### src/rtl/mmrr_pkg.sv
package mmrr_pkg;

  localparam int ElemWidth    = 16;
  localparam int ProdWidth    = 36;
  localparam int IdxWidth     = 3;
  localparam int CfgWidth     = 4;
  localparam int CfgAddrWidth = 2;

  // configuration register indexes
  localparam logic [CfgAddrWidth-1:0] CfgDimension = 2'd0;
  localparam logic [CfgAddrWidth-1:0] CfgFirstRow  = 2'd1;
  localparam logic [CfgAddrWidth-1:0] CfgEndRow    = 2'd2;

  typedef struct packed {
    logic signed [ElemWidth-1:0] a_element;
    logic signed [ElemWidth-1:0] b_element;
  } in_item_t;

  typedef struct packed {
    logic signed [ProdWidth-1:0] product_value;
    logic [IdxWidth-1:0]         row_index;
    logic [IdxWidth-1:0]         col_index;
    logic                        last_result;
  } res_item_t;

  // travels with each issued read pair down the mac pipeline
  typedef struct packed {
    logic                first;
    logic                last;
    logic [IdxWidth-1:0] row;
    logic [IdxWidth-1:0] col;
    logic                band_last;
  } mac_tag_t;

endpackage

### src/rtl/mmrr_datapath.sv
module mmrr_datapath
  import mmrr_pkg::*;
#(
  parameter int MAX_DIM = 8
) (
  input  logic                      clk,
  input  logic                      rst,
  input  logic                      wr_en,
  input  logic [((MAX_DIM*MAX_DIM > 1) ? $clog2(MAX_DIM*MAX_DIM) : 1)-1:0] wr_addr,
  input  in_item_t                  wr_data,
  input  logic                      issue,
  input  logic [((MAX_DIM*MAX_DIM > 1) ? $clog2(MAX_DIM*MAX_DIM) : 1)-1:0] rd_addr_a,
  input  logic [((MAX_DIM*MAX_DIM > 1) ? $clog2(MAX_DIM*MAX_DIM) : 1)-1:0] rd_addr_b,
  input  mac_tag_t                  tag_in,
  output logic                      advance,
  output logic                      out_valid,
  input  logic                      out_ready,
  output res_item_t                 out_data
);

  localparam int Cells = MAX_DIM * MAX_DIM;

  logic [ElemWidth-1:0] mem_a [Cells];
  logic [ElemWidth-1:0] mem_b [Cells];

  logic signed [ElemWidth-1:0]   a_q;
  logic signed [ElemWidth-1:0]   b_q;
  logic signed [2*ElemWidth-1:0] prod;
  logic signed [ProdWidth-1:0]   acc;
  logic signed [ProdWidth-1:0]   acc_next;
  logic                          v1;
  logic                          v2;
  mac_tag_t                      tag1;
  mac_tag_t                      tag2;

  // whole pipeline holds while a finished result waits at the output
  assign advance = !out_valid || out_ready;

  always_ff @(posedge clk) begin
    if (wr_en) begin
      mem_a[wr_addr] <= wr_data.a_element;
    end
    if (advance) begin
      a_q <= mem_a[rd_addr_a];
    end
  end

  always_ff @(posedge clk) begin
    if (wr_en) begin
      mem_b[wr_addr] <= wr_data.b_element;
    end
    if (advance) begin
      b_q <= mem_b[rd_addr_b];
    end
  end

  always_comb begin
    if (tag2.first) begin
      acc_next = ProdWidth'(prod);
    end else begin
      acc_next = acc + ProdWidth'(prod);
    end
  end

  always_ff @(posedge clk) begin
    if (rst) begin
      v1        <= 1'b0;
      v2        <= 1'b0;
      out_valid <= 1'b0;
    end else if (advance) begin
      v1        <= issue;
      v2        <= v1;
      out_valid <= v2 && tag2.last;
    end
  end

  always_ff @(posedge clk) begin
    if (advance) begin
      tag1 <= tag_in;
      tag2 <= tag1;
      prod <= a_q * b_q;
      if (v2) begin
        acc <= acc_next;
      end
      if (v2 && tag2.last) begin
        out_data.product_value <= acc_next;
        out_data.row_index     <= tag2.row;
        out_data.col_index     <= tag2.col;
        out_data.last_result   <= tag2.band_last;
      end
    end
  end

endmodule

### src/rtl/mmrr_ctrl.sv
module mmrr_ctrl
  import mmrr_pkg::*;
#(
  parameter int MAX_DIM = 8
) (
  input  logic                    clk,
  input  logic                    rst,
  input  logic                    cfg_we,
  input  logic [CfgAddrWidth-1:0] cfg_addr,
  input  logic [CfgWidth-1:0]     cfg_wdata,
  input  logic                    in_valid,
  output logic                    in_ready,
  output logic                    wr_en,
  output logic [((MAX_DIM*MAX_DIM > 1) ? $clog2(MAX_DIM*MAX_DIM) : 1)-1:0] wr_addr,
  input  logic                    advance,
  output logic                    issue,
  output logic [((MAX_DIM*MAX_DIM > 1) ? $clog2(MAX_DIM*MAX_DIM) : 1)-1:0] rd_addr_a,
  output logic [((MAX_DIM*MAX_DIM > 1) ? $clog2(MAX_DIM*MAX_DIM) : 1)-1:0] rd_addr_b,
  output mac_tag_t                tag
);

  localparam int Cells = MAX_DIM * MAX_DIM;
  localparam int AW    = (Cells > 1) ? $clog2(Cells) : 1;
  localparam int DW    = $clog2(MAX_DIM + 1);
  localparam int TW    = $clog2(Cells + 1);

  localparam logic StLoad    = 1'b0;
  localparam logic StCompute = 1'b1;

  logic                state;
  logic [CfgWidth-1:0] dimension;
  logic [CfgWidth-1:0] first_row;
  logic [CfgWidth-1:0] end_row;
  logic [TW-1:0]       load_counter;
  logic [DW-1:0]       row;
  logic [DW-1:0]       col;
  logic [DW-1:0]       step;
  logic [AW-1:0]       a_base;
  logic [AW-1:0]       a_addr;
  logic [AW-1:0]       b_addr;

  logic [DW-1:0] dim_eff;
  logic [DW-1:0] end_eff;
  logic          load_done;
  logic          band_empty;
  logic          step_last;
  logic          col_last;
  logic          row_last;

  always_comb begin
    if (dimension == '0) begin
      dim_eff = DW'(1);
    end else if (32'(dimension) > MAX_DIM) begin
      dim_eff = DW'(MAX_DIM);
    end else begin
      dim_eff = DW'(dimension);
    end
    if (32'(end_row) < 32'(dim_eff)) begin
      end_eff = DW'(end_row);
    end else begin
      end_eff = dim_eff;
    end
  end

  // a shrunken dimension mid-load completes at the next pair
  assign load_done  = (32'(load_counter) + 32'd1) >= (32'(dim_eff) * 32'(dim_eff));
  assign band_empty = 32'(first_row) >= 32'(end_eff);
  assign step_last  = (32'(step) + 32'd1) == 32'(dim_eff);
  assign col_last   = (32'(col) + 32'd1) == 32'(dim_eff);
  assign row_last   = (32'(row) + 32'd1) == 32'(end_eff);

  assign in_ready  = (state == StLoad);
  assign wr_en     = in_valid && in_ready;
  assign wr_addr   = load_counter[AW-1:0];
  assign issue     = (state == StCompute);
  assign rd_addr_a = a_addr;
  assign rd_addr_b = b_addr;

  always_comb begin
    tag.first     = (step == '0);
    tag.last      = step_last;
    tag.row       = IdxWidth'(row);
    tag.col       = IdxWidth'(col);
    tag.band_last = row_last && col_last;
  end

  always_ff @(posedge clk) begin
    if (rst) begin
      dimension <= CfgWidth'(8);
      first_row <= '0;
      end_row   <= CfgWidth'(8);
    end else if (cfg_we) begin
      case (cfg_addr)
        CfgDimension: dimension <= cfg_wdata;
        CfgFirstRow:  first_row <= cfg_wdata;
        CfgEndRow:    end_row   <= cfg_wdata;
        default: ;
      endcase
    end
  end

  always_ff @(posedge clk) begin
    if (rst) begin
      state        <= StLoad;
      load_counter <= '0;
      row          <= '0;
      col          <= '0;
      step         <= '0;
      a_base       <= '0;
      a_addr       <= '0;
      b_addr       <= '0;
    end else begin
      case (state)
        StLoad: begin
          if (wr_en) begin
            if (load_done) begin
              load_counter <= '0;
              if (!band_empty) begin
                state  <= StCompute;
                row    <= DW'(first_row);
                col    <= '0;
                step   <= '0;
                a_base <= AW'(32'(first_row) * 32'(dim_eff));
                a_addr <= AW'(32'(first_row) * 32'(dim_eff));
                b_addr <= '0;
              end
            end else begin
              load_counter <= TW'(32'(load_counter) + 32'd1);
            end
          end
        end
        StCompute: begin
          if (advance) begin
            if (step_last) begin
              step <= '0;
              if (col_last) begin
                // next row of a
                col    <= '0;
                b_addr <= '0;
                row    <= DW'(32'(row) + 32'd1);
                a_base <= AW'(32'(a_base) + 32'(dim_eff));
                a_addr <= AW'(32'(a_base) + 32'(dim_eff));
                if (row_last) begin
                  state <= StLoad;
                end
              end else begin
                col    <= DW'(32'(col) + 32'd1);
                b_addr <= AW'(32'(col) + 32'd1);
                a_addr <= a_base;
              end
            end else begin
              step   <= DW'(32'(step) + 32'd1);
              a_addr <= AW'(32'(a_addr) + 32'd1);
              b_addr <= AW'(32'(b_addr) + 32'(dim_eff));
            end
          end
        end
        default: state <= StLoad;
      endcase
    end
  end

endmodule

### src/rtl/matrix_multiply_row_range.sv
// Loads d*d pairs (a_element, b_element) of two square matrices, one per cycle in row-major
// order, then computes every element of rows first_row..min(end_row,d)-1 of C = A*B on a
// single multiply-accumulate unit fed by one read port per element store; the pipeline
// stalls while a result waits at the output. No input is taken while a band is computed;
// loading of the next pair of matrices starts once the last read has been issued, while
// the final results are still draining.
module matrix_multiply_row_range
  import mmrr_pkg::*;
#(
  parameter int MAX_DIM = 8
) (
  input  logic                    clk,
  input  logic                    rst,
  input  logic                    cfg_we,
  input  logic [CfgAddrWidth-1:0] cfg_addr,
  input  logic [CfgWidth-1:0]     cfg_wdata,
  input  logic                    in_valid,
  output logic                    in_ready,
  input  in_item_t                in_data,
  output logic                    out_valid,
  input  logic                    out_ready,
  output res_item_t               out_data
);

  localparam int Cells = MAX_DIM * MAX_DIM;
  localparam int AW    = (Cells > 1) ? $clog2(Cells) : 1;

  logic          wr_en;
  logic [AW-1:0] wr_addr;
  logic          advance;
  logic          issue;
  logic [AW-1:0] rd_addr_a;
  logic [AW-1:0] rd_addr_b;
  mac_tag_t      tag;

  mmrr_ctrl #(
    .MAX_DIM(MAX_DIM)
  ) u_ctrl (
    .clk      (clk),
    .rst      (rst),
    .cfg_we   (cfg_we),
    .cfg_addr (cfg_addr),
    .cfg_wdata(cfg_wdata),
    .in_valid (in_valid),
    .in_ready (in_ready),
    .wr_en    (wr_en),
    .wr_addr  (wr_addr),
    .advance  (advance),
    .issue    (issue),
    .rd_addr_a(rd_addr_a),
    .rd_addr_b(rd_addr_b),
    .tag      (tag)
  );

  mmrr_datapath #(
    .MAX_DIM(MAX_DIM)
  ) u_datapath (
    .clk      (clk),
    .rst      (rst),
    .wr_en    (wr_en),
    .wr_addr  (wr_addr),
    .wr_data  (in_data),
    .issue    (issue),
    .rd_addr_a(rd_addr_a),
    .rd_addr_b(rd_addr_b),
    .tag_in   (tag),
    .advance  (advance),
    .out_valid(out_valid),
    .out_ready(out_ready),
    .out_data (out_data)
  );

`ifndef SYNTHESIS
  // loading and computing never overlap
  assert property (@(posedge clk) disable iff (rst) !(in_ready && issue))
    else $error("load and mac issue at the same time");

  // a band starts right after the transaction that completes a load
  assert property (@(posedge clk) disable iff (rst) $rose(issue) |-> $past(wr_en))
    else $error("band started without a completing load");

  // a band starts on the first step of column zero
  assert property (@(posedge clk) disable iff (rst)
    $rose(issue) |-> (tag.first && tag.col == '0))
    else $error("band started mid dot product");
`endif

endmodule
### config.mk
export PLATFORM = sky130hd
export DESIGN_NAME = matrix_multiply_row_range
export DESIGN_NICKNAME = d
export VERILOG_FILES = /design/src/rtl/mmrr_pkg.sv /design/src/rtl/mmrr_datapath.sv /design/src/rtl/mmrr_ctrl.sv /design/src/rtl/matrix_multiply_row_range.sv
export SDC_FILE = /design/constraint.sdc
export NUM_CORES = 2
export LEC_CHECK = 0
export ABC_AREA = 1
export BUFFER_PORTS_ARGS = -buffer_cell sky130_fd_sc_hd__buf_2
export CAP_MARGIN = 20
export CORE_UTILIZATION = 50
export DETAILED_ROUTE_END_ITERATION = 6
export PLACE_DENSITY = 0.68
export SYNTH_ARGS = -nofsm -noshare
export SYNTH_HDL_FRONTEND = slang
export SYNTH_SLANG_ARGS = --single-unit
### constraint.sdc
create_clock -name clk -period 5.2 [get_ports clk]
set_input_delay 0.52 -clock clk [delete_from_list [all_inputs] [get_ports clk]]
set_output_delay 0.52 -clock clk [all_outputs]
set_load 0.01 [all_outputs]
==> results.md <==
- Worst hold stages: 1
- Clk_lat worst skew: around 0.87 ns
- GPL Wtd Cong: slightly above 0.9
- Drt total wl: 282000 microns
- WP data required: a little under 6 ns
- Failing checks: negative setup slack
- Iteration-0 DRC Markers: ~8.5k
- DP HPWL: roughly 160000 microns
- Worst setup SP type: register
- Drt first pass iters: 6
- Ratio of cells with drive above 1 in the final layout: between 10% and 20%
- Layout Skew: 0.0423 ns
- Crit-path max FO: 7
- Max Transition Viols Final: 0
- Core area: around 200000 sq um
- F_max: 182 MHz
- CTS Sinks: roughly 2.3k
- Post-Syn Area per Cell: 12.1 sq um
- Final setup viols: 18
- Die area: just over 200000 sq um
- Yosys reg bits: roughly 2.3k
- Most frequent cells in the layout: edfxtp_1, nor2_1, o21ai_0
- Nets: roughly 9.0k
- Seq/Total Area, Yosys: 66.5%
- Num ports: approximately 90
- H-tree levels: 4
- Worst path slowest cell: fa_2
- Tcrit/Tclk final: 105%
- Final core utilization: between 50% and 60%
- Run status: complete, but fails checks
- Tmin final: 5.48 ns
- Via count: 68.5k
- Wire length per cell: 24.8 microns
- Final Hold Viols: 0
- Max clock buf depth: 3
- Synth warn: 0
- GR Util All Layers: a little over a quarter
- ANT nets after route: 0
- Mapped Cells: between 8k and 9k
- Slew headroom: less than 1%
- Commonest non-fill, non-tap cell in the layout: edfxtp_1
- Largest net degree at the start of global routing: between 200 and 300
- Global route total overflow: 0
- Die width: 452 microns
- Unrepaired setup endpoints after global routing: yes
- Syn-to-layout area delta: 13.9%
- Vias per std cell: around 6
- CTS Buf Count: 219
- CP max stage delay: 0.68 ns
- Placed Area: ~110000 sq um
- Worst-margin pin slew: roughly 1.5 ns
- Crit path DAT: slightly above 6 ns
- Worst setup EP type: register
- WS Path Type: register to register
- Netlist cell types: 61
- Setup WS post-layout: -0.282 ns
- Starting Density: 50.5%
- First-pass GRT wire length: about 420000 microns
- Initial antenna violation count: 6
- Cell Chain, Critical Path: nand2_2 > inv_1 > fa_2 > fa_2 > fa_2 > fa_1 > fa_1 > inv_1 > fa_1 > inv_2 > ha_4 > a21o_1 > a21oi_2 > o21ai_1 > a221oi_2 > o31ai_2 > xor2_1
- Root buffer cell: clkbuf_16
- # DRC: 0
- Vias in the first global route: 67.0k
- Worst hold path class: input port to register
- Die height: 452 microns
- Total of max-cap violations: 0
- IO buf count: 87
- Clock slew at reported path FFs: 0.06 ns
- R2R depth: 17
- Cell area after synthesis: 101000 sq um
- Post-route cell area: around 120000 sq um
- CTS tree: yes
- FP Rows: between 150 and 200
[per-layer routing]
metal / global-route usage, % / wire (microns)
met1: 36.2 / 110000
met2: 44.0 / 134000
met3: 4.26 / 25800
met4: 12.6 / 13000
met5: 0 / 38
[critical path: cells and delay by family, from the launching register on]
kind | cells | cell delay [ns]
flip-flops | 1 | 0.53
AO/OA/AOI/OAI | 5 | 0.80
buffers and inverters | 3 | 0.17
XOR/XNOR | 1 | 0.16
AND/OR/NAND/NOR | 1 | 0.14
adder cells (fa/ha/maj) | 7 | 3.45
[logic make-up (layout without fill, tap and decap cells)]
| family | Yosys count | in the layout | synth area share (%) |
|---|---|---|---|
| AND/OR/NAND/NOR | 2426 | 2426 | 9.57 |
| flip-flops | 2262 | 2262 | 66.5 |
| AO/OA/AOI/OAI | 2063 | 2063 | 11.6 |
| buffers and inverters | 1123 | 1494 | 4.42 |
| adder cells (fa/ha/maj) | 425 | 425 | 7.25 |
| XOR/XNOR | 74 | 74 | 0.647 |
| other | 1 | 5 | 0.00370 |
[through the flow]
stage	hold slack, ns	TNS, ns	std cells	setup WS [ns]
after detailed placement	0.407	-4.79	10940	-0.371
after CTS	0.0174	-3.00	11364	-0.313
after global placement	0.401	-3.61	10938	-0.319
after global routing	0.00117	-6.50	11404	-0.482
final	0.0147	-3.02	11405	-0.282
after floorplan	0.400	-0.527	8375	-0.156
[worst paths after layout]
check	slack [ns]	start	endpoint
min reg2reg	0.40	u_datapath.tag2[5]$_DFFE_PN_	u_datapath.out_data[5]$_DFFE_PP_
max reg2reg	-0.28	u_datapath.a_q[15]$_DFFE_PN_	u_datapath.prod[31]$_DFFE_PN_
min	0.01	in_data[30]	u_datapath.mem_a[37][14]$_DFFE_PP_
max	-0.28	u_datapath.a_q[15]$_DFFE_PN_	u_datapath.prod[31]$_DFFE_PN_
[sequential cells by signal, summed over array words and instances (netlist names), 4 cells and up]
name,cells
u_ctrl.a_base,6
u_ctrl.col,4
u_ctrl.dimension,4
u_ctrl.end_row,4
u_ctrl.first_row,4
u_ctrl.load_counter,7
u_ctrl.rd_addr_a,6
u_ctrl.rd_addr_b,6
u_ctrl.row,4
u_ctrl.step,4
u_datapath.a_q,16
u_datapath.acc,36
u_datapath.b_q,16
u_datapath.mem_a,1024
u_datapath.mem_b,1024
u_datapath.out_data,43
u_datapath.prod,32
u_datapath.tag1,9
u_datapath.tag2,9
[synthesized netlist by cell type (all sizes together)]
master / n / area, sq um
nor4: 3 / 18.8
nor2: 1371 / 5180
a221oi: 2 / 17.5
dfxtp: 53 / 1060
o21a: 1 / 7.51
conb: 1 / 3.75
o22ai: 417 / 2610
nor3: 21 / 105
a211oi: 3 / 22.5
xnor2: 21 / 184
ha: 155 / 1940
buf: 146 / 795
nand3b: 2 / 15.0
clkbuf: 369 / 1390
nand3: 190 / 986
nand2: 758 / 2890
and3: 1 / 6.26
nand4: 64 / 400
edfxtp: 2209 / 66300
o311ai: 10 / 87.6
a21oi: 143 / 723
o221a: 3 / 33.8
xor2: 53 / 472
nor3b: 1 / 7.51
a22oi: 1 / 7.51
o31ai: 6 / 45.0
clkinv: 4 / 15.0
a21o: 11 / 82.6
a21boi: 3 / 22.5
or2: 15 / 93.9
inv: 604 / 2280
a31oi: 15 / 93.8
o211ai: 46 / 345
a22o: 2 / 17.5
o21bai: 8 / 63.8
o21ai: 1239 / 6210
o221ai: 153 / 1340
fa: 270 / 5410
[cell type report]
| cell class | instances | area [sq um] |
|---|---|---|
| Multi-Input combinational cell | 4990 | 30800 |
| Fill cell | 15734 | 85100 |
| Tap cell | 2656 | 3320 |
| Sequential cell | 2262 | 67400 |
| Antenna cell | 3 | 7.51 |
| Clock inverter | 146 | 1570 |
| Timing Repair Buffer | 481 | 4190 |
| Inverter | 608 | 2340 |
| Clock buffer | 259 | 5740 |
[timing repair]
item / 4_1_cts / 5_1_grt
hold buffers: 5 / 4
pin swaps: 34 / 58
setup buffers: 15 / 18
endpoints found under the hold margin: 12 / 23
setup endpoints to repair: 18 / 21
gates resized for setup: 73 / 114
cloned: 0 / 1
Power is not shown: default switching activity piles up to over one toggle a cycle in this logic, so the estimate is an artifact.
